===== src/sv/fud_pkg.sv =====
package fud_pkg;

    localparam logic [7:0] MAX_OUT_LEN_RST = 8'd100;
    localparam int         QUEUE_DEPTH     = 2;
    localparam int         MAX_RESULTS     = 4;

    localparam logic [7:0] CH_PLUS  = 8'h2B;
    localparam logic [7:0] CH_PCT   = 8'h25;
    localparam logic [7:0] CH_SPACE = 8'h20;

    typedef struct packed {
        logic [7:0] char_in;
        logic       is_end;
    } t_in;

    typedef struct packed {
        logic [7:0] out_byte;
        logic       has_byte;
        logic       out_last;
    } t_out;

    // One accepted item's worth of results: n entries (1 to 4) in bytes[0..n-1].
    typedef struct packed {
        logic [MAX_RESULTS-1:0][7:0] bytes;
        logic [2:0]                  n;
        logic                        has_byte;
        logic                        last;
    } t_cmd;

    function automatic logic [7:0] lead_tag(input logic [1:0] idx);
        logic [7:0] ch;
        unique case (idx)
            2'd0: ch = 8'h6D; // m
            2'd1: ch = 8'h73; // s
            2'd2: ch = 8'h67; // g
            2'd3: ch = 8'h3D; // =
            default: ch = 8'h00;
        endcase
        return ch;
    endfunction

    function automatic logic [3:0] hex_value(input logic [7:0] c);
        logic [7:0] v;
        v = 8'h00;
        if (c >= 8'h30 && c <= 8'h39) begin
            v = c - 8'h30;
        end else if (c >= 8'h41 && c <= 8'h46) begin
            v = c - 8'h37;
        end else if (c >= 8'h61 && c <= 8'h66) begin
            v = c - 8'h57;
        end
        return v[3:0];
    endfunction

endpackage


===== src/sv/fud_front.sv =====
module fud_front (
    input  logic          i_clk,
    input  logic          i_rst_n,
    input  logic          i_cfg_we,
    input  logic [7:0]    i_cfg_wdata,
    input  logic          i_in_valid,
    output logic          o_in_ready,
    input  fud_pkg::t_in  i_in_data,
    input  logic          i_q_full,
    output logic          o_push,
    output fud_pkg::t_cmd o_cmd
);

    typedef enum logic [1:0] {
        PH_PREFIX = 2'd0,
        PH_NORMAL = 2'd1,
        PH_PCT    = 2'd2,
        PH_HEX1   = 2'd3
    } t_phase;

    t_phase     r_phase, n_phase;
    logic [1:0] r_held, n_held;
    logic [7:0] r_first, n_first;
    logic [7:0] r_count, n_count;
    logic [7:0] r_max;

    logic       accept;
    logic [7:0] c;
    logic       is_end;

    logic       nb_n;
    logic [7:0] nb_b;
    logic       nb_pct;

    logic [1:0] nrep;
    logic [1:0] nex;
    logic [7:0] ex0, ex1;
    logic [2:0] ncand;
    logic [7:0] rem;
    logic [2:0] emit;
    logic [fud_pkg::MAX_RESULTS-1:0][7:0] cand;

    assign o_in_ready = !i_q_full;
    assign accept     = i_in_valid && o_in_ready;
    assign c          = i_in_data.char_in;
    assign is_end     = i_in_data.is_end;

    // Ordinary byte decode, shared by several phases.
    always_comb begin
        nb_n   = 1'b1;
        nb_b   = c;
        nb_pct = 1'b0;
        if (c == fud_pkg::CH_PLUS) begin
            nb_b = fud_pkg::CH_SPACE;
        end else if (c == fud_pkg::CH_PCT) begin
            if (is_end) begin
                nb_b = fud_pkg::CH_PCT;
            end else begin
                nb_n   = 1'b0;
                nb_pct = 1'b1;
            end
        end
    end

    always_comb begin
        n_phase = r_phase;
        n_held  = r_held;
        n_first = r_first;
        nrep    = 2'd0;
        nex     = 2'd0;
        ex0     = nb_b;
        ex1     = nb_b;

        unique case (r_phase)
            PH_PREFIX: begin
                if (c == fud_pkg::lead_tag(r_held)) begin
                    if (r_held == 2'd3) begin
                        n_phase = PH_NORMAL;
                        n_held  = 2'd0;
                    end else begin
                        n_held = r_held + 2'd1;
                        if (is_end) begin
                            nrep = r_held + 2'd1;
                        end
                    end
                end else begin
                    // replay the held part of the tag, then decode this byte
                    nrep    = r_held;
                    n_held  = 2'd0;
                    n_phase = nb_pct ? PH_PCT : PH_NORMAL;
                    nex     = {1'b0, nb_n};
                end
            end
            PH_NORMAL: begin
                nex = {1'b0, nb_n};
                if (nb_pct) begin
                    n_phase = PH_PCT;
                end
            end
            PH_PCT: begin
                if (is_end) begin
                    nex = 2'd1 + {1'b0, nb_n};
                    ex0 = fud_pkg::CH_PCT;
                end else begin
                    n_first = c;
                    n_phase = PH_HEX1;
                end
            end
            PH_HEX1: begin
                nex     = 2'd1;
                ex0     = {fud_pkg::hex_value(r_first), fud_pkg::hex_value(c)};
                n_phase = PH_NORMAL;
            end
            default: begin
                n_phase = PH_PREFIX;
            end
        endcase

        for (int i = 0; i < fud_pkg::MAX_RESULTS; i++) begin
            if (2'(i) < nrep) begin
                cand[i] = fud_pkg::lead_tag(2'(i));
            end else if (2'(i) == nrep) begin
                cand[i] = ex0;
            end else begin
                cand[i] = ex1;
            end
        end

        ncand = {1'b0, nrep} + {1'b0, nex};
        rem   = (r_count >= r_max) ? 8'd0 : (r_max - r_count);
        emit  = ({5'd0, ncand} > rem) ? rem[2:0] : ncand;
        n_count = r_count + {5'd0, emit};

        if (is_end) begin
            n_phase = PH_PREFIX;
            n_held  = 2'd0;
            n_first = 8'd0;
            n_count = 8'd0;
        end

        o_cmd.bytes    = cand;
        o_cmd.n        = emit;
        o_cmd.has_byte = 1'b1;
        o_cmd.last     = is_end;
        if (emit == 3'd0) begin
            // end-only marker
            o_cmd.bytes[0] = 8'd0;
            o_cmd.n        = 3'd1;
            o_cmd.has_byte = 1'b0;
        end
        o_push = accept && ((emit != 3'd0) || is_end);
    end

    always_ff @(posedge i_clk) begin
        if (!i_rst_n) begin
            r_phase <= PH_PREFIX;
            r_held  <= 2'd0;
            r_first <= 8'd0;
            r_count <= 8'd0;
            r_max   <= fud_pkg::MAX_OUT_LEN_RST;
        end else begin
            if (i_cfg_we) begin
                r_max <= i_cfg_wdata;
            end
            if (accept) begin
                r_phase <= n_phase;
                r_held  <= n_held;
                r_first <= n_first;
                r_count <= n_count;
            end
        end
    end

endmodule


===== src/sv/fud_queue.sv =====
module fud_queue #(
    parameter int DEPTH = fud_pkg::QUEUE_DEPTH
) (
    input  logic          i_clk,
    input  logic          i_rst_n,
    input  logic          i_push,
    input  fud_pkg::t_cmd i_data,
    output logic          o_full,
    input  logic          i_pop,
    output fud_pkg::t_cmd o_data,
    output logic          o_empty
);

    localparam int PW = $clog2(DEPTH);
    localparam int CW = $clog2(DEPTH + 1);

    fud_pkg::t_cmd r_mem [DEPTH];
    logic [PW-1:0] r_wp, r_rp;
    logic [CW-1:0] r_cnt;

    assign o_full  = (r_cnt == CW'(DEPTH));
    assign o_empty = (r_cnt == '0);
    assign o_data  = r_mem[r_rp];

    always_ff @(posedge i_clk) begin
        if (i_push) begin
            r_mem[r_wp] <= i_data;
        end
    end

    always_ff @(posedge i_clk) begin
        if (!i_rst_n) begin
            r_wp  <= '0;
            r_rp  <= '0;
            r_cnt <= '0;
        end else begin
            if (i_push) begin
                r_wp <= (r_wp == PW'(DEPTH - 1)) ? '0 : r_wp + 1'b1;
            end
            if (i_pop) begin
                r_rp <= (r_rp == PW'(DEPTH - 1)) ? '0 : r_rp + 1'b1;
            end
            unique case ({i_push, i_pop})
                2'b10:   r_cnt <= r_cnt + 1'b1;
                2'b01:   r_cnt <= r_cnt - 1'b1;
                default: r_cnt <= r_cnt;
            endcase
        end
    end

endmodule


===== src/sv/fud_back.sv =====
module fud_back (
    input  logic          i_clk,
    input  logic          i_rst_n,
    input  fud_pkg::t_cmd i_cmd,
    input  logic          i_empty,
    output logic          o_pop,
    output logic          o_out_valid,
    input  logic          i_out_ready,
    output fud_pkg::t_out o_out_data
);

    logic          r_valid;
    fud_pkg::t_out r_data;
    logic [1:0]    r_idx;
    logic          load;
    logic          at_tail;

    assign load    = !r_valid || i_out_ready;
    assign at_tail = ({1'b0, r_idx} == (i_cmd.n - 3'd1));
    assign o_pop   = load && !i_empty && at_tail;

    assign o_out_valid = r_valid;
    assign o_out_data  = r_data;

    always_ff @(posedge i_clk) begin
        if (!i_rst_n) begin
            r_valid <= 1'b0;
            r_idx   <= 2'd0;
        end else if (load) begin
            r_valid <= !i_empty;
            if (!i_empty) begin
                // advance through the head entry, drop it after its tail result
                r_idx <= at_tail ? 2'd0 : r_idx + 2'd1;
            end
        end
    end

    always_ff @(posedge i_clk) begin
        if (load && !i_empty) begin
            r_data.out_byte <= i_cmd.bytes[r_idx];
            r_data.has_byte <= i_cmd.has_byte;
            r_data.out_last <= i_cmd.last && at_tail;
        end
    end

endmodule


===== src/sv/form_url_percent_decoder_unit.sv =====
// Form-encoded message decoder. One encoded byte is accepted per cycle whenever the
// command queue between the classifying front end and the output stage has room;
// each byte yields zero to four results (a held "msg=" prefix replayed, a decoded
// byte, a literal '%', or an end-only marker), and the output stage hands out one
// result per cycle while i_out_ready is high. A result passes through the queue and
// the output register before it appears.
// max_out_len is written through i_cfg_we / i_cfg_wdata and resets to 100.
module form_url_percent_decoder_unit #(
    parameter int QUEUE_DEPTH = fud_pkg::QUEUE_DEPTH
) (
    input  logic          i_clk,
    input  logic          i_rst_n,
    input  logic          i_cfg_we,
    input  logic [7:0]    i_cfg_wdata,
    input  logic          i_in_valid,
    output logic          o_in_ready,
    input  fud_pkg::t_in  i_in_data,
    output logic          o_out_valid,
    input  logic          i_out_ready,
    output fud_pkg::t_out o_out_data
);

    logic          push, pop, q_full, q_empty;
    fud_pkg::t_cmd cmd_in, cmd_head;

    fud_front u_front (
        .i_clk       (i_clk),
        .i_rst_n     (i_rst_n),
        .i_cfg_we    (i_cfg_we),
        .i_cfg_wdata (i_cfg_wdata),
        .i_in_valid  (i_in_valid),
        .o_in_ready  (o_in_ready),
        .i_in_data   (i_in_data),
        .i_q_full    (q_full),
        .o_push      (push),
        .o_cmd       (cmd_in)
    );

    fud_queue #(
        .DEPTH (QUEUE_DEPTH)
    ) u_queue (
        .i_clk   (i_clk),
        .i_rst_n (i_rst_n),
        .i_push  (push),
        .i_data  (cmd_in),
        .o_full  (q_full),
        .i_pop   (pop),
        .o_data  (cmd_head),
        .o_empty (q_empty)
    );

    fud_back u_back (
        .i_clk       (i_clk),
        .i_rst_n     (i_rst_n),
        .i_cmd       (cmd_head),
        .i_empty     (q_empty),
        .o_pop       (pop),
        .o_out_valid (o_out_valid),
        .i_out_ready (i_out_ready),
        .o_out_data  (o_out_data)
    );

endmodule


===== config.mk =====
export PLATFORM = sky130hd
export DESIGN_NAME = form_url_percent_decoder_unit
export DESIGN_NICKNAME = d
export VERILOG_FILES = /design/src/sv/fud_pkg.sv /design/src/sv/fud_front.sv /design/src/sv/fud_queue.sv /design/src/sv/fud_back.sv /design/src/sv/form_url_percent_decoder_unit.sv
export SDC_FILE = /design/constraint.sdc
export NUM_CORES = 1
export LEC_CHECK = 0
export ABC_AREA = 1
export BUFFER_PORTS_ARGS = -buffer_cell sky130_fd_sc_hd__buf_2
export CAP_MARGIN = 5
export CORE_UTILIZATION = 55
export CTS_BUF_LIST = sky130_fd_sc_hd__clkbuf_16
export DETAILED_ROUTE_END_ITERATION = 7
export GPL_TIMING_DRIVEN = 0
export PLACE_DENSITY_LB_ADDON = 0.12
export SLEW_MARGIN = 20
export SYNTH_ARGS = -nofsm -noshare
export SYNTH_HDL_FRONTEND = slang
export SYNTH_SLANG_ARGS = --single-unit

===== constraint.sdc =====
create_clock -name i_clk -period 5.2 [get_ports i_clk]
set_input_delay 0.26 -clock i_clk [delete_from_list [all_inputs] [get_ports i_clk]]
set_output_delay 0.26 -clock i_clk [all_outputs]
set_load 0.02 [all_outputs]

==> results.ini, run 1 <==
[outcome]
status=finished clean

[placed_design]
postPlaceCellArea_um2=6900
place_inst=933
place_congestion=0.853
io_buffers=33
dp_hpwl_um=11100

[finish]
instances_no_fill=968
n_antenna_cell=0
layout_common_cells=nand2_1 (136), nor2_1 (107), inv_1 (96)
final_common_cell=nand2_1
drive_gt1_frac=0.136
stdcell_area_um2=7630
fin_nets=869
fillers=927
areaGrowthSynthToFinish_pct=17.7

[clock_network]
path_clk_slew_ns=0.06
root_buffer=clkbuf_16
cts_sinks=120
cts_tree=done
htreeDepth=4
postCtsHoldBufs=0
cts_buffers=17
max-clock-path-buffers=2
clock_latency_ns=0.42

[global_routing]
antenna_found_initial=0
grt_max_degree=22
overflow=0
grt_usage=0.253
grt_pass1_vias=5108
grt_pass1_wl_um=24300

[synthesis]
synth_nets=812
syn_area_per_cell_um2=8.59
ys_ff_latch=120
synth_cells=755
synthAdderAreaFrac=0.0710
synth_edf_count=84
synth-seq-area-share=0.500
synthFlopType=edfxtp_1
synth_area_um2=6480
synthXorXnorAreaFrac=0.00811
yosysUniqueCellTypes=45
muxShareOfSynthArea=0.00463
synth-compound-area-share=0.133
synth-simple-area-share=0.211
synth-async-reset-ratio=0
synth_top_family_by_area=simple AND/OR/NAND/NOR gates
ys_warn_count=0

[route]
ant_nets=0
vias_per_cell=5.51
wirelength_um=15000
vias=5336
drt_iter0_drc=394
remaining_drc_errors=0
wire_per_inst_um=15.5
dr.pass1.iters=8

[timing]
period_share=0.937
skew_ns=0.00823
timing.hold.ws_ns=0.0547
max_freq_mhz=205
setup_viol=0
finalCriticalPeriod_ns=4.87
drv_slew=0
slew-limit-headroom=0.480
hold_viol=0
worst_pin_slew_ns=0.780

[power_and_ir_drop]
p_sw_frac=0.322
comb_power_share=0.273
clkPwrFrac=0.358
seq_power_share=0.369
p_leak_nw=3.22
finalPower_mw=3.59
p_switching_mw=1.16
p_int_mw=2.43
peakVddDrop_mv=0.358
power_density_nw_per_um2=471

[floorplan]
io_pins=34
core-area_um2=11500
dieArea_um2=12200
dieHeight_um=111
chipWidth_um=111
start_util=0.565
rows=39

[critical_path]
critPathMaxFanout=4
critPathKind=register to register
cp_slowest_cell=fa_1
cp-startpoint=u_front.r_held[1]$_SDFFE_PN0P_
cp.required_ns=5.56
path_common_cell=inv_1
r2r_start=u_front.r_held[1]$_SDFFE_PN0P_
start_kind=register
critPathCaptureType=register
cp.arrival_ns=5.23
cp_slowest_stage_delay_ns=0.50

[run]
maxCapViolations=0

[hold_path]
hold_path.class=input pin to register
holdCritStartpoint=i_cfg_wdata[6]

[logic make-up after synthesis]
group,after synthesis
and+or+nand+nor,320
buffers and inverters,120
DFF,120
adders and majority gates,35
AOI/OAI and AO/OA,151
xor gates and xnor gates,6
muxes,3
[final cells by class]
cell class | count | area, um^2 | share of cell area
Inverter | 104 | 395 | 0.0518
Buffer | 16 | 76.3 | 0.0100
Multi-Input combinational cell | 515 | 2850 | 0.373
Timing Repair Buffer | 38 | 243 | 0.0318
Tap cell | 143 | 179 | 0.0234
Sequential cell | 120 | 3250 | 0.425
Clock inverter | 15 | 221 | 0.0290
Clock buffer | 17 | 425 | 0.0557
[per-layer routing]
| metal | global-route usage | vias up | share of wire |
|---|---|---|---|
| met4 | 0.111 | 0 | 0.021 |
| met5 | 0 | - | 0 |
| met1 | 0.328 | 2487 | 0.44 |
| met2 | 0.413 | 165 | 0.48 |
| met3 | 0.0505 | 26 | 0.053 |
| li1 | - | 2658 | - |
[synth_stat cells, types with 2 or more instances]
master,instances,area share
dfxtp_1,36,0.11
a21oi_1,37,0.029
nor3_1,13,0.010
nand2_1,138,0.080
edfxtp_1,84,0.39
nand3_1,34,0.026
nor2_4,2,0.0035
fa_1,3,0.0093
a32oi_1,2,0.0027
nor3b_1,2,0.0023
inv_2,4,0.0023
o22ai_1,14,0.014
o21ai_1,3,0.0023
a31oi_1,8,0.0077
nor2_1,110,0.064
clkinv_1,3,0.0017
nand2_4,3,0.0052
clkbuf_1,10,0.0058
o21ai_0,65,0.050
a211oi_1,2,0.0023
o21a_1,2,0.0023
mux2i_1,3,0.0046
nor4_1,2,0.0019
nand2_2,5,0.0048
xor2_1,2,0.0027
xnor2_1,4,0.0054
ha_1,32,0.062
nand4_1,5,0.0048
o21ai_2,6,0.0081
buf_1,3,0.0017
a22oi_1,7,0.0081
inv_1,96,0.056
o211ai_1,3,0.0035
[stage by stage]
| step | utilization | TNS [ns] | worst slack, ns |
|---|---|---|---|
| 2_1_floorplan | - | 0 | 0.238 |
| 3_3_place_gp | 0.596 | -44.14 | -0.688 |
| 3_5_place_dp | 0.602 | 0 | 0.0573 |
| 4_1_cts | 0.658 | 0 | 0.0386 |
| 5_1_grt | 0.665 | -0.00101 | -0.00101 |
| 6_report | 0.665 | 0 | 0.328 |
[worst max-delay path, delay by kind of cell, from the launching register on]
kind	cells	cell delay [ns]
compound gates	7	0.96
simple gates	12	1.22
flops	1	0.35
fa+ha+maj	6	1.73
buf+inv	9	0.54
[sequential cells by signal, summed over array words and instances (netlist names), named ones only]
name	flops
u_queue.r_mem	74
u_back.o_out_data	10
u_front.r_count	8
u_front.r_first	8
u_front.r_max	8
u_back.r_idx	2
u_front.r_held	2
u_front.r_phase	2
u_queue.r_cnt	2
u_back.o_out_valid	1
u_queue.r_rp	1
u_queue.r_wp	1
[path summary, 6_finish.rpt]
path	end	slack (ns)	cells after the start
setup / recovery	u_front.r_count[6]$_SDFFE_PN0P_	0.33	34
hold / removal	u_front.r_max[6]$_SDFFE_PN1P_	0.05	3
setup reg to reg	u_front.r_count[6]$_SDFFE_PN0P_	0.33	34
hold reg to reg	u_front.r_max[6]$_SDFFE_PN1P_	0.47	2
[power groups by stage]
stage	sequential [mW]	combinational, mW	clock, mW
after floorplan	1.40	0.608	0
final	1.33	0.982	1.29
after detailed placement	1.34	0.968	0
after CTS	1.33	0.973	1.30
after global placement	1.35	0.914	0
after global routing	1.34	1.10	1.33
[timing repair]
| action | in CTS | in global routing |
|---|---|---|
| setup buffers | 0 | 3 |
| setup endpoints to repair | 0 | 78 |
| resized for setup | 0 | 14 |
Power figures use the tool's default switching activity.
==> run 2, diff against run 1 <==
- RECOVER_POWER: not set -> 100
==> run 2 against run 1 <==
Compared with the run above:
- critical endpoint is now u_queue.r_mem[1][32]$_DFFE_PP_
- die area did not move
- non-clock buffer count stayed put
- largest power group unchanged
- global-route usage unchanged
- setup slack lost 0.0018 ns
- highest routed layer unchanged
- register-to-register slack is essentially flat
==> results.ini, run 2 (same netlist as run 1, synthesis figures left out) <==
[route]
drt_iter0_drc=383  ; -2.8%
wire_per_inst_um=15.5  ; about the same
remaining_drc_errors=0  ; unchanged
dr.pass1.iters=5  ; -3
vias_per_cell=5.49  ; -0.41%
vias=5314  ; -0.41%
ant_nets=0  ; unchanged
wirelength_um=15000  ; about the same

[finish]
n_antenna_cell=0  ; unchanged
fin_nets=869  ; unchanged
areaGrowthSynthToFinish_pct=16.4
instances_no_fill=968  ; unchanged
layout_common_cells=nand2_1 (137), nor2_1 (109), inv_1 (98)
largest_reg_flops=74  ; unchanged
drive_gt1_frac=0.103  ; -0.0327
fillers=941  ; +1.5%
max_flop_register=u_queue.r_mem
final_common_cell=nand2_1

[placed_design]
io_buffers=33  ; unchanged
dp_hpwl_um=11100  ; unchanged
place_inst=933  ; unchanged
dp_slack_ns=0.0573  ; unchanged
place_congestion=0.853  ; unchanged

[timing]
rsz0062_at_grt=false
period_share=0.937  ; about the same
skew_ns=0.00838  ; +0.000147 ns
timing.hold.ws_ns=0.0540  ; -0.000705 ns
worst_pin_slew_ns=1.35  ; +0.569 ns
fin_tns_setup_ns=0  ; unchanged
drv_slew=0  ; unchanged
max_freq_mhz=205  ; about the same
setup_slack_ns=0.326  ; -0.00181 ns
finalCriticalPeriod_ns=4.87  ; +0.00181 ns
slew-limit-headroom=0.101  ; -0.379
setup_viol=0  ; unchanged
hold_viol=0  ; unchanged

[critical_path]
start_kind=register
cp_num_buf_inv=8  ; -1
critical-path-top-delay-family=adder cells
cp_slowest_cell=a21oi_4
critPathMaxFanout=21  ; +17
critPathKind=register to register
cp_slowest_stage_delay_ns=0.60  ; +0.10 ns
path_common_cell=inv_1
cp.arrival_ns=4.99  ; -0.24 ns
critPathCaptureType=register
cp.required_ns=5.32  ; -0.24 ns

[global_routing]
overflow=0  ; unchanged
grt_pass1_vias=5108  ; unchanged
grt_usage=0.253  ; unchanged
grt_max_degree=22  ; unchanged
antenna_found_initial=0  ; unchanged
grt_pass1_wl_um=24300  ; unchanged

[power_and_ir_drop]
peakVddDrop_mv=0.355  ; -0.78%
power_density_nw_per_um2=474  ; +0.60%
finalPower_mw=3.58  ; -0.49%
p_leak_nw=3.13  ; -2.9%

[clock_network]
path_clk_slew_ns=0.06  ; about the same
cts_buffers=17  ; unchanged
cts_tree=done
cts_sinks=120  ; unchanged
postCtsHoldBufs=0  ; unchanged
max-clock-path-buffers=2  ; unchanged
htreeDepth=4  ; unchanged
clock_latency_ns=0.42  ; about the same
root_buffer=clkbuf_16

[floorplan]
rows=39  ; unchanged
dieHeight_um=111  ; unchanged
chipWidth_um=111  ; unchanged
start_util=0.565  ; unchanged
dieArea_um2=12200  ; unchanged
io_pins=34  ; unchanged
core-area_um2=11500  ; unchanged

[run]
maxCapViolations=0  ; unchanged

[hold_path]
hold_path.class=input pin to register

[outcome]
status=finished clean

run 2: routing by layer:
metal	routed length, um	GRT usage	part of all wire
met3	792	0.0505	0.053
met2	7120	0.413	0.47
met1	6780	0.328	0.45
met4	314	0.111	0.021
met5	0	0	0
run 2: path summary, 6_finish.rpt:
| check | start | slack, ns | depth (start not counted) | end |
|---|---|---|---|---|
| worst max register to register | u_front.r_held[1]$_SDFFE_PN0P_ | 0.33 | 28 | u_queue.r_mem[1][32]$_DFFE_PP_ |
| worst min register to register | u_front.r_max[6]$_SDFFE_PN1P_ | 0.47 | 2 | u_front.r_max[6]$_SDFFE_PN1P_ |
| worst min-delay path | i_cfg_wdata[6] | 0.05 | 3 | u_front.r_max[6]$_SDFFE_PN1P_ |
| worst max-delay path | u_front.r_held[1]$_SDFFE_PN0P_ | 0.33 | 28 | u_queue.r_mem[1][32]$_DFFE_PP_ |
run 2: worst min-delay path: stages:
cell	delay (ns)
buf_2	0.07
nand2_1	0.04
nand3_1	0.06
run 2: timing repair:
item                                    CTS  global route
gates resized for setup                   0            14
endpoints found under the setup margin    0            78
setup buffers                             0             3
run 2: cell type report:
| type | instances | area (um^2) | share of cell area |
|---|---|---|---|
| sequential | 120 | 3250 | 0.430 |
| multi-input combinational | 515 | 2800 | 0.371 |
| clock buffer | 17 | 425 | 0.0564 |
| inverter | 104 | 395 | 0.0524 |
| timing repair buffer | 38 | 223 | 0.0295 |
| clock inverter | 15 | 221 | 0.0293 |
| tap | 143 | 179 | 0.0237 |
| buffer | 16 | 60.1 | 0.00796 |
run 2: through the flow:
| stage | instance area, um^2 | util |
|---|---|---|
| after floorplan | 6480 | - |
| after global placement | 6830 | 0.596 |
| after detailed placement | 6900 | 0.602 |
| after CTS | 7550 | 0.658 |
| after global routing | 7550 | 0.658 |
| final | 7550 | 0.658 |
run 2: power by group:
| part | switching (mW) | internal, mW | total, mW |
|---|---|---|---|
| sequential | 0.0567 | 1.27 | 1.33 |
| combinational | 0.666 | 0.295 | 0.961 |
| clock | 0.435 | 0.851 | 1.29 |
| total | 1.16 | 2.42 | 3.58 |
==> run 3, diff against run 2 <==
- GPL_TIMING_DRIVEN: 0 -> not set
- RECOVER_POWER: 100 -> not set
==> run 3 against run 2 <==
Compared with the run above:
- fmax is 1.9% lower
- core utilization fell by 0.11 points
- sequential power about the same
- global-route usage decreased by 1.1 points
- critical path type unchanged
- largest power group unchanged
==> results.ini, run 3 (same netlist as run 1, synthesis figures left out) <==
[floorplan]
rows=39  ; unchanged
dieArea_um2=12200  ; unchanged
io_pins=34  ; unchanged
dieHeight_um=111  ; unchanged
core-area_um2=11500  ; unchanged
start_util=0.565  ; unchanged
chipWidth_um=111  ; unchanged

[finish]
fin_nets=858  ; -1.3%
layout_common_cells=nand2_1 (137), nor2_1 (108), inv_1 (96)
drive_gt1_frac=0.138  ; +0.0346
max_flop_register=u_queue.r_mem
areaGrowthSynthToFinish_pct=16.3
final_common_cell=nand2_1
fillers=955  ; +1.5%
post-route-util=0.657  ; -0.00109
largest_reg_flops=74  ; unchanged
stdcell_area_um2=7540  ; -0.17%
n_antenna_cell=0  ; unchanged

[placed_design]
postPlaceCellArea_um2=6830  ; -1.1%
dp_hpwl_um=10000  ; -9.6%
place_congestion=0.899  ; +5.3%
io_buffers=33  ; unchanged

[critical_path]
critPathKind=register to register
rr_endpoint=u_front.r_count[6]$_SDFFE_PN0P_
critPathMaxFanout=4  ; -81%
start_kind=register
r2r_start=u_front.r_held[1]$_SDFFE_PN0P_
r2r_setup_slack_ns=0.23  ; -0.10 ns
critPathCaptureType=register
cp.arrival_ns=5.33  ; +0.34 ns
cp_slowest_cell=fa_1
cp_slowest_stage_delay_ns=0.51  ; -0.09 ns
ff2ff_path_depth=34  ; +21%
path_common_cell=inv_1
cp.required_ns=5.56  ; +0.24 ns

[clock_network]
cts_tree=done
clock_latency_ns=0.41  ; about the same
cts_sinks=120  ; unchanged
htreeDepth=4  ; unchanged
max-clock-path-buffers=2  ; unchanged
root_buffer=clkbuf_16
path_clk_slew_ns=0.06  ; about the same
cts_buffers=17  ; unchanged

[route]
routed.top_layer=met4
dr.pass1.iters=5  ; unchanged
drt_iter0_drc=369  ; -3.7%
wl_met3_um=662  ; -16%
wirelength_um=14100  ; -6.3%
wire_per_inst_um=14.7  ; -5.2%
wl_met1_um=6560  ; -3.2%
vias=5217  ; -1.8%
dr_wl_met2_um=6590  ; -7.4%
remaining_drc_errors=0  ; unchanged
vias_per_cell=5.45  ; -0.70%
ant_nets=0  ; unchanged

[outcome]
status=finished clean

[hold_path]
min_path_cells=3  ; unchanged
holdCritStartpoint=i_cfg_wdata[6]
hold_path.class=input pin to register
hold_end=u_front.r_max[6]$_SDFFE_PN1P_

[timing]
finalCriticalPeriod_ns=4.97  ; +0.0955 ns
worst_pin_slew_ns=0.992  ; -0.357 ns
hold_viol=0  ; unchanged
max_freq_mhz=201  ; -1.9%
fin_tns_setup_ns=0  ; unchanged
rsz0062_at_grt=true
drv_slew=0  ; unchanged
setup_viol=0  ; unchanged
period_share=0.956  ; +0.0184
slew-limit-headroom=0.338  ; +0.237
skew_ns=0.00691  ; -0.00147 ns

[global_routing]
overflow=0  ; unchanged
grt_pass1_vias=4976  ; -2.6%
grt_pass1_wl_um=23500  ; -3.2%
grt_max_degree=39  ; +77%
antenna_found_initial=0  ; unchanged
grt_usage=0.242  ; -0.0115

[power_and_ir_drop]
power_density_nw_per_um2=463  ; -2.2%
p_leak_nw=3.20  ; +2.3%
peakVddDrop_mv=0.331  ; -6.9%

[run]
maxCapViolations=0  ; unchanged

==> run 3: cell types whose count changed in the layout (fill, tap and decap cells not counted), sizes merged <==
cell / delta
buf: +17
bufinv: -2
clkbuf: -28
clkinv: +4
clkinvlp: -3
inv: +1
==> run 3: report_power, final <==
group | switching [mW] | internal, mW | total [mW]
registers | 0.0766 | 1.27 | 1.35
logic | 0.626 | 0.307 | 0.933
clock network | 0.447 | 0.765 | 1.21
==> run 3: timing repair <==
item / CTS / global route
gates resized for setup: 0 / 12
setup endpoints to repair: 0 / 6
hold buffers: 0 / 0
buffers inserted: 0 / 5
==> run 3: cell type report <==
| cell class | count | area (um^2) | area share |
|---|---|---|---|
| well taps | 143 | 179 | 0.0237 |
| flip-flops and latches | 120 | 3250 | 0.431 |
| clock buffers | 17 | 425 | 0.0565 |
| multi-input cells | 515 | 2840 | 0.376 |
| repair buffers | 43 | 265 | 0.0352 |
| inverters | 104 | 392 | 0.0520 |
| clock inverters | 15 | 194 | 0.0257 |
==> run 3: worst max-delay path by stage <==
| stage | from | end | slack, ns | cells after the start |
|---|---|---|---|---|
| after floorplan | u_front.r_held[1]$_SDFFE_PN0P_ | u_queue.r_mem[1][0]$_DFFE_PP_ | 0.24 | 27 |
| after global placement | u_front.r_held[1]$_SDFFE_PN0P_ | u_front.r_count[6]$_SDFFE_PN0P_ | 0.41 | 34 |
| after detailed placement | u_front.r_held[1]$_SDFFE_PN0P_ | u_front.r_count[6]$_SDFFE_PN0P_ | 0.13 | 34 |
| after CTS | u_front.r_held[1]$_SDFFE_PN0P_ | u_front.r_count[6]$_SDFFE_PN0P_ | 0.1 | 34 |
| after global routing | u_front.r_held[1]$_SDFFE_PN0P_ | u_front.r_count[7]$_SDFFE_PN0P_ | -0.12 | 35 |
| final | u_front.r_held[1]$_SDFFE_PN0P_ | u_front.r_count[6]$_SDFFE_PN0P_ | 0.23 | 34 |
==> run 3: metal layers <==
layer,track usage,up-vias
met3,0.0445,24
met4,0.0836,0
met1,0.329,2423
li1,-,2637
met2,0.390,133
met5,0,-
==> run 3: critical path, delay by kind of cell (launching register included) <==
family | cells | cell delay, ns
flops | 1 | 0.35
fa+ha+maj | 6 | 1.74
compound gates | 7 | 0.91
simple gates | 12 | 1.35
buf+inv | 9 | 0.58
==> run 3: through the flow <==
stage	hold WS (ns)	std cells	setup slack (ns)	power, mW
after floorplan	0.359	755	0.238	2.00
final	0.0578	957	0.230	3.49
after CTS	0.0454	952	0.0993	3.49
after detailed placement	0.452	920	0.128	2.28
after global placement	0.450	920	0.411	2.25
after global routing	0.0670	957	-0.115	3.67
